`src/sv/pfrc_pkg.sv`:
```
// Shared types, constants and codes for the playback feedback rate controller.
package pfrc_pkg;

    localparam int BUFFER_SIZE = 512;
    localparam int TWO_THIRDS  = (BUFFER_SIZE * 2) / 3;

    localparam int IDX_W   = 14;
    localparam int REM_W   = 15;
    localparam int BYTES_W = 10;
    localparam int GAP_SW  = 18;   // signed working width of the gap math

    // x / 6 for 10-bit x: (x * 683) >> 12, exact over 0..1023
    localparam int DIV6_MUL   = 683;
    localparam int DIV6_SHIFT = 12;
    localparam int PROD_W     = BYTES_W + DIV6_SHIFT - 2;   // 20 bits
    localparam int FRAMES_W   = PROD_W - DIV6_SHIFT;        // 8 bits

    localparam logic [31:0] NOMINAL_RATE_RST   = 32'd786432;   // 48 << 14
    localparam logic [15:0] RATE_STEP_RST      = 16'd4096;
    localparam logic [2:0]  STEP_LIMIT_RST     = 3'd2;
    localparam logic [12:0] PLL_STEP_LIMIT_RST = 13'd5000;
    localparam logic [7:0]  GAP_DEADBAND_RST   = 8'd10;

    localparam logic [2:0] FB_BYTES_NONE = 3'd0;
    localparam logic [2:0] FB_BYTES_FS   = 3'd3;
    localparam logic [2:0] FB_BYTES_HS   = 3'd4;

    typedef enum logic [1:0] {
        KIND_FEEDBACK = 2'd0,
        KIND_PACKET   = 2'd1,
        KIND_STOP     = 2'd2,
        KIND_RESTART  = 2'd3
    } kind_t;

    typedef enum logic [1:0] {
        PLL_NONE  = 2'd0,
        PLL_RAISE = 2'd1,
        PLL_LOWER = 2'd2
    } pll_req_t;

    typedef enum logic [2:0] {
        CFG_NOMINAL_RATE   = 3'd0,
        CFG_RATE_STEP      = 3'd1,
        CFG_STEP_LIMIT     = 3'd2,
        CFG_PLL_STEP_LIMIT = 3'd3,
        CFG_GAP_DEADBAND   = 3'd4
    } cfg_idx_t;

    typedef struct packed {
        logic [31:0] nominal_rate;
        logic [15:0] rate_step;
        logic [2:0]  step_limit;
        logic [12:0] pll_step_limit;
        logic [7:0]  gap_deadband;
    } cfg_t;

    typedef struct packed {
        kind_t               kind;
        logic [REM_W-1:0]    dma_remaining;
        logic                dma_bank;
        logic                full_speed;
        logic [BYTES_W-1:0]  byte_count;
    } item_t;

    typedef struct packed {
        logic [31:0]      feedback_value;
        logic [2:0]       feedback_bytes;
        pll_req_t         pll_request;
        logic [15:0]      buffer_gap;
        logic [IDX_W-1:0] write_position;
        logic             write_bank;
    } result_t;

endpackage

```
`src/sv/pfrc_cfg_regs.sv`:
```
// Configuration register bank written over the config transfer channel.
module pfrc_cfg_regs (
    input  logic              aclk,
    input  logic              aresetn,
    input  logic              cfg_valid,
    output logic              cfg_ready,
    input  logic [2:0]        cfg_index,
    input  logic [31:0]       cfg_data,
    output pfrc_pkg::cfg_t    cfg
);
    import pfrc_pkg::*;

    cfg_t cfg_reg;
    cfg_t cfg_next;

    assign cfg_ready = 1'b1;
    assign cfg       = cfg_reg;

    always_comb begin
        cfg_next = cfg_reg;
        if (cfg_valid) begin
            case (cfg_idx_t'(cfg_index))
                CFG_NOMINAL_RATE:   cfg_next.nominal_rate   = cfg_data;
                CFG_RATE_STEP:      cfg_next.rate_step      = cfg_data[15:0];
                CFG_STEP_LIMIT:     cfg_next.step_limit     = cfg_data[2:0];
                CFG_PLL_STEP_LIMIT: cfg_next.pll_step_limit = cfg_data[12:0];
                CFG_GAP_DEADBAND:   cfg_next.gap_deadband   = cfg_data[7:0];
                default:            cfg_next = cfg_reg;   // unmapped index, dropped
            endcase
        end
    end

    always_ff @(posedge aclk) begin
        if (!aresetn) begin
            cfg_reg.nominal_rate   <= NOMINAL_RATE_RST;
            cfg_reg.rate_step      <= RATE_STEP_RST;
            cfg_reg.step_limit     <= STEP_LIMIT_RST;
            cfg_reg.pll_step_limit <= PLL_STEP_LIMIT_RST;
            cfg_reg.gap_deadband   <= GAP_DEADBAND_RST;
        end else begin
            cfg_reg <= cfg_next;
        end
    end

endmodule

```
`src/sv/pfrc_core.sv`:
```
// Controller state and the per-item gap, rate, PLL and write-point logic.
module pfrc_core (
    input  logic              aclk,
    input  logic              aresetn,
    input  logic              item_fire,
    input  pfrc_pkg::item_t   item,
    input  pfrc_pkg::cfg_t    cfg,
    output pfrc_pkg::result_t result
);
    import pfrc_pkg::*;

    logic [IDX_W-1:0]    write_index_reg, write_index_next;
    logic                write_bank_reg, write_bank_next;
    logic                running_reg, running_next;
    logic signed [3:0]   net_rate_reg, net_rate_next;
    logic [31:0]         rate_reg, rate_next;
    logic signed [13:0]  net_pll_reg, net_pll_next;

    logic [REM_W-1:0]       rem;
    logic signed [GAP_SW-1:0] s_s, r_s, w_s, db_s, gap_s;
    logic signed [4:0]      lim_s, nr_s, nr_upd;
    logic signed [14:0]     plim_s, np_s;
    logic [PROD_W-1:0]      prod;
    logic [FRAMES_W-1:0]    frames;
    logic [REM_W-1:0]       start_pos;
    logic [IDX_W-1:0]       base_idx;
    logic                   base_bank;
    logic [REM_W-1:0]       total;
    logic [REM_W-1:0]       wraps;
    pll_req_t               pll;

    always_comb begin
        rem = (item.dma_remaining > REM_W'(BUFFER_SIZE)) ? REM_W'(BUFFER_SIZE)
                                                         : item.dma_remaining;
        s_s  = GAP_SW'(BUFFER_SIZE);
        r_s  = signed'({3'b000, rem});
        w_s  = signed'({4'b0000, write_index_reg});
        db_s = signed'({10'd0, cfg.gap_deadband});

        // gap from write point to DMA read point across the two banks
        if (write_bank_reg != item.dma_bank) begin
            if (w_s < s_s - r_s) begin
                gap_s = s_s - r_s - w_s;
            end else begin
                gap_s = GAP_SW'(3 * BUFFER_SIZE) - w_s - r_s;
            end
        end else begin
            gap_s = GAP_SW'(2 * BUFFER_SIZE) - w_s - r_s;
        end

        lim_s  = signed'({2'b00, cfg.step_limit});
        nr_s   = 5'(net_rate_reg);
        plim_s = signed'({2'b00, cfg.pll_step_limit});
        np_s   = 15'(net_pll_reg);

        prod   = PROD_W'(item.byte_count) * PROD_W'(DIV6_MUL);
        frames = prod[PROD_W-1:DIV6_SHIFT];

        start_pos = (REM_W'(BUFFER_SIZE) - rem) & ~REM_W'(1);

        write_index_next = write_index_reg;
        write_bank_next  = write_bank_reg;
        running_next     = running_reg;
        net_rate_next    = net_rate_reg;
        rate_next        = rate_reg;
        net_pll_next     = net_pll_reg;
        nr_upd           = nr_s;
        pll              = PLL_NONE;
        base_idx         = write_index_reg;
        base_bank        = write_bank_reg;
        total            = '0;
        wraps            = '0;

        case (item.kind)
            KIND_FEEDBACK: begin
                if (running_reg) begin
                    if (gap_s < s_s - db_s && nr_s > -lim_s) begin
                        rate_next = rate_reg - {16'd0, cfg.rate_step};
                        nr_upd    = nr_s - 5'sd1;
                    end else if (gap_s > s_s + db_s && nr_s < lim_s) begin
                        rate_next = rate_reg + {16'd0, cfg.rate_step};
                        nr_upd    = nr_s + 5'sd1;
                    end
                    // PLL step only once the rate steps are used up
                    if (gap_s < GAP_SW'(BUFFER_SIZE - TWO_THIRDS) && np_s < plim_s
                            && nr_upd <= -lim_s) begin
                        pll          = PLL_RAISE;
                        net_pll_next = 14'(np_s + 15'sd1);
                    end else if (gap_s > GAP_SW'(BUFFER_SIZE + TWO_THIRDS)
                            && np_s > -plim_s && nr_upd >= lim_s) begin
                        pll          = PLL_LOWER;
                        net_pll_next = 14'(np_s - 15'sd1);
                    end
                    net_rate_next = 4'(nr_upd);
                end
            end
            KIND_PACKET: begin
                if (!running_reg) begin
                    running_next  = 1'b1;
                    net_rate_next = '0;
                    if (start_pos >= REM_W'(BUFFER_SIZE)) begin
                        base_idx  = '0;
                        base_bank = ~item.dma_bank;
                    end else begin
                        base_idx  = IDX_W'(start_pos);
                        base_bank = item.dma_bank;
                    end
                end
                // write point is always even, so stepping by two wraps modulo the size
                total = REM_W'(base_idx) + REM_W'({frames, 1'b0});
                wraps = REM_W'(total / BUFFER_SIZE);
                write_index_next = IDX_W'(total % BUFFER_SIZE);
                write_bank_next  = base_bank ^ wraps[0];
            end
            KIND_STOP: begin
                running_next = 1'b0;
            end
            KIND_RESTART: begin
                rate_next     = cfg.nominal_rate;
                net_rate_next = '0;
                net_pll_next  = '0;
                running_next  = 1'b0;
            end
            default: begin
                running_next = running_reg;
            end
        endcase

        result = '0;
        result.write_position = write_index_next;
        result.write_bank     = write_bank_next;
        if (item.kind == KIND_FEEDBACK) begin
            result.pll_request = pll;
            result.buffer_gap  = 16'(gap_s);
            if (item.full_speed) begin
                result.feedback_value = {8'd0, rate_next[23:0]};
                result.feedback_bytes = FB_BYTES_FS;
            end else begin
                result.feedback_value = rate_next;
                result.feedback_bytes = FB_BYTES_HS;
            end
        end else begin
            result.pll_request    = PLL_NONE;
            result.feedback_bytes = FB_BYTES_NONE;
        end
    end

    always_ff @(posedge aclk) begin
        if (!aresetn) begin
            write_index_reg <= '0;
            write_bank_reg  <= 1'b0;
            running_reg     <= 1'b0;
            net_rate_reg    <= '0;
            rate_reg        <= NOMINAL_RATE_RST;
            net_pll_reg     <= '0;
        end else if (item_fire) begin
            write_index_reg <= write_index_next;
            write_bank_reg  <= write_bank_next;
            running_reg     <= running_next;
            net_rate_reg    <= net_rate_next;
            rate_reg        <= rate_next;
            net_pll_reg     <= net_pll_next;
        end
    end

endmodule

```
`src/sv/playback_feedback_rate_controller.sv`:
```
// Top level: input register, controller core, result register and config bank.
//
//  channel | ports                         | contents
//  --------+-------------------------------+------------------------------------------
//  in      | s_tvalid s_tready s_tdata/user | request kind, DMA count, bank, speed, bytes
//  out     | m_tvalid m_tready m_tdata      | feedback rate/bytes, PLL request, gap, write pt
//  cfg     | cfg_valid cfg_ready            | register index and write data
//
// One item per cycle sustained while m_tready is high; m_tdata is driven by the output register.
// The rate limit is the combinational state update in the core (gap, rate step, PLL step).
// aresetn is synchronous; it clears both valid stages and the controller state.
// A stalled result holds in the output register while one more item waits in the input
// register; input stalls only when both are full.
module playback_feedback_rate_controller (
    input  logic        aclk,
    input  logic        aresetn,
    input  logic        s_tvalid,
    output logic        s_tready,
    input  logic [31:0] s_tdata,   // dma_remaining[14:0], dma_bank[15], full_speed[16],
                                   // byte_count[26:17], zero[31:27]
    input  logic [1:0]  s_tuser,   // kind[1:0]
    output logic        m_tvalid,
    input  logic        m_tready,
    output logic [71:0] m_tdata,   // feedback_value[31:0], feedback_bytes[34:32],
                                   // pll_request[36:35], buffer_gap[52:37],
                                   // write_position[66:53], write_bank[67], zero[71:68]
    input  logic        cfg_valid,
    output logic        cfg_ready,
    input  logic [2:0]  cfg_index,
    input  logic [31:0] cfg_data
);
    import pfrc_pkg::*;

    cfg_t    cfg;
    item_t   in_item_reg;
    logic    in_valid_reg, in_valid_next;
    result_t core_result;
    result_t out_result_reg;
    logic    out_valid_reg, out_valid_next;
    logic    s_fire;
    logic    advance;

    assign advance  = in_valid_reg && (!out_valid_reg || m_tready);
    assign s_tready = !in_valid_reg || advance;
    assign s_fire   = s_tvalid && s_tready;

    always_comb begin
        in_valid_next = in_valid_reg;
        if (s_fire) begin
            in_valid_next = 1'b1;
        end else if (advance) begin
            in_valid_next = 1'b0;
        end
        out_valid_next = out_valid_reg;
        if (advance) begin
            out_valid_next = 1'b1;
        end else if (m_tready) begin
            out_valid_next = 1'b0;
        end
    end

    always_ff @(posedge aclk) begin
        if (!aresetn) begin
            in_valid_reg  <= 1'b0;
            out_valid_reg <= 1'b0;
        end else begin
            in_valid_reg  <= in_valid_next;
            out_valid_reg <= out_valid_next;
        end
    end

    always_ff @(posedge aclk) begin
        if (s_fire) begin
            in_item_reg.kind          <= kind_t'(s_tuser);
            in_item_reg.dma_remaining <= s_tdata[14:0];
            in_item_reg.dma_bank      <= s_tdata[15];
            in_item_reg.full_speed    <= s_tdata[16];
            in_item_reg.byte_count    <= s_tdata[26:17];
        end
        if (advance) begin
            out_result_reg <= core_result;
        end
    end

    pfrc_cfg_regs u_cfg (
        .aclk      (aclk),
        .aresetn   (aresetn),
        .cfg_valid (cfg_valid),
        .cfg_ready (cfg_ready),
        .cfg_index (cfg_index),
        .cfg_data  (cfg_data),
        .cfg       (cfg)
    );

    pfrc_core u_core (
        .aclk      (aclk),
        .aresetn   (aresetn),
        .item_fire (advance),
        .item      (in_item_reg),
        .cfg       (cfg),
        .result    (core_result)
    );

    assign m_tvalid = out_valid_reg;
    assign m_tdata  = {4'd0,
                       out_result_reg.write_bank,
                       out_result_reg.write_position,
                       out_result_reg.buffer_gap,
                       out_result_reg.pll_request,
                       out_result_reg.feedback_bytes,
                       out_result_reg.feedback_value};

endmodule

```
`config.mk`:
```
export PLATFORM = sky130hd
export DESIGN_NAME = playback_feedback_rate_controller
export DESIGN_NICKNAME = d
export VERILOG_FILES = /design/src/sv/pfrc_pkg.sv /design/src/sv/pfrc_cfg_regs.sv /design/src/sv/pfrc_core.sv /design/src/sv/playback_feedback_rate_controller.sv
export SDC_FILE = /design/constraint.sdc
export NUM_CORES = 1
export LEC_CHECK = 0
export ABC_AREA = 0
export BUFFER_PORTS_ARGS = -buffer_cell sky130_fd_sc_hd__buf_2
export CAP_MARGIN = 20
export CORE_ASPECT_RATIO = 1.4
export CORE_UTILIZATION = 62
export CTS_CLUSTER_SIZE = 28
export DETAILED_ROUTE_END_ITERATION = 12
export PLACE_DENSITY = 0.79
export SYNTH_ARGS = -nofsm -noshare
export SYNTH_HDL_FRONTEND = slang
export SYNTH_SLANG_ARGS = --single-unit
export TNS_END_PERCENT = 5
```
`constraint.sdc`:
```
create_clock -name aclk -period 14.6 [get_ports aclk]
set_input_delay 0.73 -clock aclk [delete_from_list [all_inputs] [get_ports aclk]]
set_output_delay 0.73 -clock aclk [all_outputs]
set_load 0.01 [all_outputs]
```
==> results.txt, run 1 <==
Status -> finished, final reports clean
Via count -> 17673
CP Buf/Inv Count -> 1
Max Slew Vio Count -> 0
Hold endpoint -> in_item_reg[12]
Fin. Hold Viols -> 0
Main synth FF type -> dfxtp_1
Crit path capture type -> flip-flop
Routed Antenna Nets -> 0
Wirelength per Cell -> 20.0 µm
Crit Path Max Fanout -> 18
GPL Wtd Cong -> 0.969
I/O Pins -> 149
Initial core utilization -> 63.4%
Area contributors post-synth -> edfxtp_1 15%, dfxtp_1 15%, ha_1 14%
Grt ovf -> 0
Largest net degree at the start of global routing -> 84
Top-area cell type share of the netlist area -> 15.0%
DIE HEIGHT -> 210 µm
Critical path data arrival time -> 13.63 ns
Root buffer cell -> clkbuf_16
Global-route wire length before repair -> 88.7 mm
RSZ-0062 raised after global routing -> no
Skew-Pair Late Insertion Delay -> 0.56 ns
Residual DRC -> 0
Seq/Total Area, Yosys -> 29.7%
Final Core Density -> 69.5%
Ys Warns -> 0
Fin crit share -> 90.0%
Largest stage delay, worst path -> 0.70 ns
Final #Nets -> 2702
IO buf count -> 138
Post-Route Skew -> 0.0198 ns
Routed WL -> 55.7 mm
Min Clock Period, post-route -> 13.14 ns
Headroom to the max-slew limit -> 25.9%
Synthesized area per cell -> 8.42 µm²
Max Clock Freq -> 76.1 MHz
Synth Instances -> 2277
Post-cts repair resize count -> 0
Drt pass-1 iters -> 8
CTS Sinks -> 236
Ratio of cells with drive above 1 in the final layout -> 11.1%
Req. time, crit path -> 15.08 ns
Min-delay worst type -> in2reg
Startpoint types -> flip-flop
Synth-to-Final Area Change -> 9.51%
Post-CTS setup buffers -> 0
# setup viols final -> 0
Die ar. -> 31600 µm²
Initial antenna violation count -> 0
Hold buffer count at CTS -> 0
CTS tree -> built
Reg-to-Reg End -> u_core.net_pll_reg[13]
Die W -> 151 µm
Crit path kind -> reg2reg
Mapped Area -> 19200 µm²
Max Buffers Root-to-Sink -> 3
Ys async rst share -> 0%
Synth area leader -> edfxtp_1
Setup TNS -> 0 ns
DP HPWL -> 41.3 mm
Routed vias/inst -> 6.35
Max rail drop VDD -> 0.109 mV
# rows -> 75
CTS clk-pin slew, worst paths -> 0.07 ns
Worst Hold Launch -> s_tdata[0]
# H-tree levels -> 1
Synthesized flop and latch total -> 236
N_diodes -> 0
Distinct cells, synth -> 106
Commonest non-fill, non-tap cell in the layout -> nand2_1
Core ar. -> 30200 µm²
Pwr dens -> 124 nW/µm²
Pleak -> 8.96 nW
R2R Path Start -> in_item_reg[14]
# fillers -> 2577
Max Cap Violations -> 0
Slowest CP cell -> nor3_1
DP Area -> 20100 µm²
Worst R2R Setup Slack -> 1.46 ns
Slew @ Worst Pin -> 1.11 ns
Number of flip-flops in the largest register -> 72
CTS buffer count -> 25
Initial DRC count -> 1234
Final instance area -> 21000 µm²
Vias in the first global route -> 17726
Hold depth -> 1
Global-route usage over all layers -> 35.4%
CP delay by family, top -> compound AO/OA/AOI/OAI gates
Commonest non-fill, non-tap cells in the layout -> 282 x nand2_1, 222 x ha_1, 203 x a21oi_1
R2R depth -> 50
Number of synthesized flops with an enable pin -> 96
## stage by stage
step | total power [mW] | worst slack (ns) | hold slack, ns | std cells
floorplan | 1.62 | 3.43 | 0.432 | 2294
global placement | 1.87 | 2.12 | 0.440 | 2735
detailed placement | 1.91 | 1.80 | 0.442 | 2736
CTS | 2.59 | 1.74 | 0.331 | 2782
global route | 2.76 | 0.601 | 0.337 | 2782
finish | 2.60 | 1.46 | 0.342 | 2782
## power breakdown
group	switching (mW)	internal [mW]	total, mW
logic	0.722	0.455	1.18
clock network	0.290	0.389	0.679
registers	0.0259	0.720	0.746
total	1.04	1.56	2.60
## logic make-up after synthesis
kind of cell             Yosys count  synth area share [%]
multiplexers                      19                  1.01
buffers and inverters            280                  5.83
flip-flops                       236                  29.7
AND/OR/NAND/NOR                  765                  19.5
adder cells (fa/ha/maj)          250                  17.4
other                              2                0.0392
XOR/XNOR                          93                  4.25
AO/OA/AOI/OAI                    632                  22.3
## cells in the mapped netlist (11+ instances only)
| library cell | n |
|---|---|
| a21oi_1 | 203 |
| xnor2_1 | 73 |
| fa_1 | 28 |
| nor3_1 | 53 |
| o21a_1 | 20 |
| nor2b_1 | 21 |
| buf_4 | 11 |
| a211oi_1 | 24 |
| nand2_1 | 282 |
| a31oi_1 | 24 |
| nand4_1 | 26 |
| edfxtp_1 | 96 |
| ha_1 | 222 |
| dfxtp_1 | 140 |
| o21ai_0 | 103 |
| inv_1 | 176 |
| nand2b_1 | 18 |
| o21bai_1 | 21 |
| o2111ai_1 | 12 |
| nand3_1 | 70 |
| and2_1 | 21 |
| clkbuf_1 | 74 |
| nor2_1 | 141 |
| mux2i_1 | 16 |
| or3_1 | 25 |
| o211ai_1 | 22 |
| or4_1 | 13 |
| xor2_1 | 20 |
| a21o_1 | 40 |
| and3_1 | 25 |
| nor4_1 | 20 |
## routing by layer
layer / vias to the layer above / GRT usage, % / share of wire, %
met1: 8399 / 39.5 / 38
met5: - / 0 / 0
met2: 658 / 65.2 / 51
li1: 8425 / - / -
met3: 191 / 3.46 / 5.3
met4: 0 / 19.2 / 5.3
## worst max-delay path by stage
stage / from / to / slack (ns) / cells after the start
5_1_grt: in_item_reg[15] / u_core.net_pll_reg[13] / 0.60 / 50
3_5_place_dp: in_item_reg[14] / u_core.net_pll_reg[13] / 1.80 / 51
3_3_place_gp: in_item_reg[15] / u_core.net_pll_reg[13] / 2.12 / 50
4_1_cts: in_item_reg[14] / u_core.net_pll_reg[13] / 1.74 / 50
2_1_floorplan: in_item_reg[14] / u_core.net_pll_reg[13] / 3.43 / 50
6_report: in_item_reg[14] / u_core.net_pll_reg[13] / 1.46 / 50
## area by class of cell
cell class	count	area [µm²]	share of cell area, %
clock buffer	31	678	3.23
inverter	178	672	3.20
clock inverter	15	190	0.906
tap	385	482	2.29
timing repair buffer	159	848	4.04
multi-input combinational	1778	12400	59.2
sequential	236	5690	27.1
Power figures use the tool's default switching activity.
==> inputs of run 2 (changes only) <==
- PLACE_DENSITY: 0.79 -> 0.82
==> run 2 against run 1 <==
  * Critical endpoint unchanged
  * Highest routed layer unchanged
  * Wire length increased by 2.6%
  * Non-clock buffer count decreased by 5
  * Largest power group unchanged
  * Maximum frequency decreased by 0.84%
  * Die area unchanged
==> results.txt, run 2 (same netlist as run 1, synthesis figures left out) <==
N_diodes -> 0 (unchanged)
Largest net degree at the start of global routing -> 64 (was 84)
Crit path kind -> reg2reg (unchanged)
Total power draw -> 2.65 mW (was 2.60 mW)
Status -> finished, final reports clean (unchanged)
Net load switching power -> 1.06 mW (was 1.04 mW)
CTS Sinks -> 236 (unchanged)
Max Buffers Root-to-Sink -> 3 (unchanged)
Ratio of cells with drive above 1 in the final layout -> 10.9% (was 11.1%)
Grt ovf -> 0 (unchanged)
Fin. Hold Viols -> 0 (unchanged)
Initial core utilization -> 63.4% (unchanged)
Max Clock Freq -> 75.5 MHz (was 76.1 MHz)
Post-CTS setup buffers -> 0 (unchanged)
Residual DRC -> 0 (unchanged)
Global-route usage over all layers -> 35.8% (was 35.4%)
Die W -> 151 µm (unchanged)
Core ar. -> 30200 µm² (unchanged)
Sequential power share -> 28.2% (was 28.7%)
Max Slew Vio Count -> 0 (unchanged)
Wirelength per Cell -> 20.5 µm (was 20.0 µm)
Via count -> 17905 (was 17673)
# H-tree levels -> 1 (unchanged)
Worst Hold Launch -> s_tdata[15] (was s_tdata[0])
CP Buf/Inv Count -> 1 (unchanged)
Max rail drop VDD -> 0.110 mV (was 0.109 mV)
Commonest non-fill, non-tap cells in the layout -> 282 x nand2_1, 222 x ha_1, 203 x a21oi_1 (unchanged)
Final #Nets -> 2699 (was 2702)
Number of flip-flops in the largest register -> 72 (unchanged)
Largest stage delay, worst path -> 0.70 ns (about the same)
DIE HEIGHT -> 210 µm (unchanged)
Critical path data arrival time -> 13.71 ns (was 13.63 ns)
Crit path from -> in_item_reg[14] (unchanged)
DP HPWL -> 42.0 mm (was 41.3 mm)
Post-Route Skew -> 0.0306 ns (was 0.0198 ns)
Logic pwr share -> 44.6% (was 45.2%)
Drt pass-1 iters -> 6 (was 8)
Slew @ Worst Pin -> 1.08 ns (was 1.11 ns)
Internal -> 1.60 mW (was 1.56 mW)
DP Cell Count -> 2731 (was 2736)
Setup TNS -> 0 ns (unchanged)
Hold buffer count at CTS -> 0 (unchanged)
Min Clock Period, post-route -> 13.25 ns (was 13.14 ns)
Headroom to the max-slew limit -> 28.1% (was 25.9%)
Req. time, crit path -> 15.06 ns (was 15.08 ns)
Crit path capture type -> flip-flop (unchanged)
CTS buffer count -> 27 (was 25)
Die ar. -> 31600 µm² (unchanged)
R2R Path Start -> in_item_reg[14] (unchanged)
I/O Pins -> 149 (unchanged)
Min-delay worst type -> in2reg (unchanged)
CTS tree -> built (unchanged)
Initial antenna violation count -> 0 (unchanged)
Pleak -> 8.97 nW (was 8.96 nW)
Finished Layout Cells -> 2780 (was 2782)
# rows -> 75 (unchanged)
Root buffer cell -> clkbuf_16 (unchanged)
CTS clk-pin slew, worst paths -> 0.06 ns (was 0.07 ns)
# fillers -> 2404 (was 2577)
Global-route wire length before repair -> 89.4 mm (was 88.7 mm)
Pwr dens -> 126 nW/µm² (was 124 nW/µm²)
Synth-to-Final Area Change -> 9.60% (was 9.51%)
Skew-Pair Late Insertion Delay -> 0.57 ns (was 0.56 ns)
Commonest non-fill, non-tap cell in the layout -> nand2_1 (unchanged)
Vias in the first global route -> 17516 (was 17726)
Post-cts repair resize count -> 0 (unchanged)
IO buf count -> 138 (unchanged)
Routed WL -> 57.1 mm (was 55.7 mm)
Fin crit share -> 90.8% (was 90.0%)
Startpoint types -> flip-flop (unchanged)
Slowest CP cell -> nor3_1 (unchanged)
GPL Wtd Cong -> 0.969 (about the same)
# setup viols final -> 0 (unchanged)
Final instance area -> 21000 µm² (about the same)
Max Cap Violations -> 0 (unchanged)
Clock share of power -> 27.2% (was 26.1%)
DP Area -> 20100 µm² (about the same)
Initial DRC count -> 1455 (was 1234)
Crit Path Max Fanout -> 10 (was 18)
RSZ-0062 raised after global routing -> no (unchanged)
Routed vias/inst -> 6.44 (was 6.35)
Switching Fraction -> 39.8% (was 39.9%)
Final Core Density -> 69.5% (about the same)
Routed Antenna Nets -> 0 (unchanged)
CP delay by family, top -> compound AO/OA/AOI/OAI gates (unchanged)
run 2: worst paths after layout:
path                            end  slack (ns)  cells past startpoint
max          u_core.net_pll_reg[13]        1.35                     50
min                 in_item_reg[11]        0.34                      1
max reg2reg  u_core.net_pll_reg[13]        1.35                     50
min reg2reg           u_cfg.cfg[71]        0.45                      2
run 2: metrics by stage:
step / setup slack [ns] / hold WS, ns
2_1_floorplan: 3.43 / 0.432
6_report: 1.35 / 0.340
4_1_cts: 1.58 / 0.326
3_5_place_dp: 1.69 / 0.446
3_3_place_gp: 1.98 / 0.443
5_1_grt: 0.357 / 0.327
run 2: per-layer routing:
metal,share of wire [%],up-vias,global-route usage (%)
li1,-,8418,-
met1,38,8538,40.2
met2,51,766,65.4
met3,6.3,183,3.85
met4,4.9,0,18.6
met5,0,-,0
run 2: power by group through the flow:
stage / clock network (mW) / logic (mW) / registers [mW]
after global placement: 0 / 1.11 / 0.759
after detailed placement: 0 / 1.15 / 0.761
after floorplan: 0 / 0.865 / 0.757
final: 0.722 / 1.18 / 0.748
after CTS: 0.725 / 1.16 / 0.747
after global routing: 0.750 / 1.30 / 0.750
run 2: layout make-up:
type,count,area (µm²),share of cell area [%]
Multi-Input combinational cell,1778,12400,59.2
Clock buffer,35,757,3.60
Clock inverter,14,173,0.822
Timing Repair Buffer,154,811,3.86
Inverter,178,672,3.20
Sequential cell,236,5690,27.1
Tap cell,385,482,2.29
==> inputs of run 3 (changes only) <==
- CORE_MARGIN: unset -> 2
==> run 3 against run 2 <==
  * Utilization down 1.3 points
  * Clock-buffer cell count down 7
  * Sequential cell count stayed put
  * Worst setup slack gained 0.14 ns
  * Final area fell by 0.49%
  * Clock power shrank 9.6%
  * Wire length decreased by 0.67%
  * Critical path depth grew 1
  * Critical path type unchanged
  * Largest power group unchanged
==> results.txt, run 3 (same netlist as run 1, synthesis figures left out) <==
GPL Wtd Cong -> 0.982 (was 0.969)
Headroom to the max-slew limit -> 29.7% (was 28.1%)
Max Buffers Root-to-Sink -> 3 (unchanged)
Routed Antenna Nets -> 0 (unchanged)
Post-CTS setup buffers -> 0 (unchanged)
Post-cts repair resize count -> 0 (unchanged)
Via count -> 17886 (was 17905)
Initial core utilization -> 62.6% (was 63.4%)
Synth-to-Final Area Change -> 9.06% (was 9.60%)
Slew @ Worst Pin -> 1.05 ns (was 1.08 ns)
Fin crit share -> 89.8% (was 90.8%)
Crit path capture type -> flip-flop (unchanged)
DIE HEIGHT -> 212 µm (was 210 µm)
Residual DRC -> 0 (unchanged)
CTS clk-pin slew, worst paths -> 0.07 ns (was 0.06 ns)
CTS Sinks -> 236 (unchanged)
Routed vias/inst -> 6.43 (was 6.44)
Slowest CP cell -> nor3_1 (unchanged)
Core ar. -> 30600 µm² (was 30200 µm²)
Fin. Hold Viols -> 0 (unchanged)
Final instance area -> 20900 µm² (was 21000 µm²)
Commonest non-fill, non-tap cells in the layout -> 282 x nand2_1, 222 x ha_1, 203 x a21oi_1 (unchanged)
Sequential power share -> 28.9% (was 28.2%)
Clock share of power -> 25.3% (was 27.2%)
Pleak -> 8.92 nW (was 8.97 nW)
Largest net degree at the start of global routing -> 71 (was 64)
Initial antenna violation count -> 0 (unchanged)
Max Clock Freq -> 76.3 MHz (was 75.5 MHz)
IO buf count -> 138 (unchanged)
Critical path data arrival time -> 13.58 ns (was 13.71 ns)
# rows -> 76 (was 75)
Max Cap Violations -> 0 (unchanged)
Drt pass-1 iters -> 7 (was 6)
Skew-Pair Late Insertion Delay -> 0.55 ns (was 0.57 ns)
Net load switching power -> 1.04 mW (was 1.06 mW)
Initial DRC count -> 1379 (was 1455)
N_diodes -> 0 (unchanged)
Largest stage delay, worst path -> 0.66 ns (was 0.70 ns)
Vias in the first global route -> 17543 (was 17516)
Req. time, crit path -> 15.07 ns (was 15.06 ns)
Logic pwr share -> 45.8% (was 44.6%)
Max Slew Vio Count -> 0 (unchanged)
Global-route usage over all layers -> 34.0% (was 35.8%)
Hold buffer count at CTS -> 0 (unchanged)
Crit path kind -> reg2reg (unchanged)
Status -> finished, final reports clean (unchanged)
DP Area -> 20100 µm² (about the same)
Pwr dens -> 123 nW/µm² (was 126 nW/µm²)
Root buffer cell -> clkbuf_16 (unchanged)
Setup TNS -> 0 ns (unchanged)
# H-tree levels -> 1 (unchanged)
Routed WL -> 56.7 mm (was 57.1 mm)
R2R depth -> 51 (was 50)
CTS buffer count -> 25 (was 27)
Startpoint types -> flip-flop (unchanged)
Ratio of cells with drive above 1 in the final layout -> 10.7% (was 10.9%)
Wirelength per Cell -> 20.4 µm (was 20.5 µm)
Switching Fraction -> 40.2% (was 39.8%)
Grt ovf -> 0 (unchanged)
Global-route wire length before repair -> 89.5 mm (was 89.4 mm)
Min Clock Period, post-route -> 13.11 ns (was 13.25 ns)
Internal -> 1.54 mW (was 1.60 mW)
Commonest non-fill, non-tap cell in the layout -> nand2_1 (unchanged)
I/O Pins -> 149 (unchanged)
# setup viols final -> 0 (unchanged)
Number of flip-flops in the largest register -> 72 (unchanged)
RSZ-0062 raised after global routing -> no (unchanged)
Final Core Density -> 68.3% (was 69.5%)
Crit Path Max Fanout -> 10 (unchanged)
CTS tree -> built (unchanged)
Post-Route Skew -> 0.0162 ns (was 0.0306 ns)
Die W -> 153 µm (was 151 µm)
DP HPWL -> 41.9 mm (was 42.0 mm)
Die ar. -> 32400 µm² (was 31600 µm²)
Min-delay worst type -> in2reg (unchanged)
Hold depth -> 1 (unchanged)
Final #Nets -> 2698 (was 2699)
Max rail drop VDD -> 0.0940 mV (was 0.110 mV)
-- run 3: power groups by stage --
stage          clock network [mW]  registers (mW)  logic, mW
6_report                    0.653           0.746       1.18
5_1_grt                     0.681           0.749       1.31
4_1_cts                     0.657           0.746       1.16
3_5_place_dp                    0           0.760       1.15
3_3_place_gp                    0           0.758       1.11
2_1_floorplan                   0           0.757      0.865
-- run 3: critical path, delay by kind of cell, from the launching register on --
| family | cells | cell delay (ns) |
|---|---|---|
| AO/OA/AOI/OAI | 30 | 6.60 |
| AND/OR/NAND/NOR | 13 | 3.51 |
| adder cells (fa/ha/maj) | 5 | 1.74 |
| multiplexers | 1 | 0.43 |
| flip-flops | 1 | 0.42 |
| XOR/XNOR | 1 | 0.19 |
| buffers and inverters | 1 | 0.11 |
-- run 3: cell type report --
type,instances,area (µm²)
clock buffers,28,637
flip-flops and latches,236,5690
fillers,2515,9710
well taps,390,488
inverters,178,672
multi-input cells,1778,12400
repair buffers,155,818
clock inverters,17,175
-- run 3: metrics by stage --
step / total power [mW] / setup slack (ns) / cells / hold WS (ns)
after global routing: 2.74 / 0.311 / 2782 / 0.354
after detailed placement: 1.91 / 1.75 / 2737 / 0.448
after global placement: 1.87 / 2.10 / 2737 / 0.441
after CTS: 2.57 / 1.63 / 2782 / 0.352
after floorplan: 1.62 / 3.43 / 2294 / 0.432
final: 2.58 / 1.49 / 2782 / 0.362
-- run 3: metal layers --
metal | vias to the layer above | part of all wire (%) | global-route usage, %
li1 | 8417 | - | -
met3 | 220 | 6.2 | 3.53
met5 | - | 0 | 0
met2 | 755 | 51 | 62.4
met4 | 0 | 5.7 | 19.6
met1 | 8494 | 37 | 38.4
-- run 3: worst paths after layout --
path,start,end,slack [ns]
worst max-delay path,in_item_reg[14],u_core.net_pll_reg[13],1.49
worst min register to register,u_cfg.cfg[67],u_cfg.cfg[67],0.45
worst min-delay path,s_tdata[17],in_item_reg[0],0.36
worst max register to register,in_item_reg[14],u_core.net_pll_reg[13],1.49
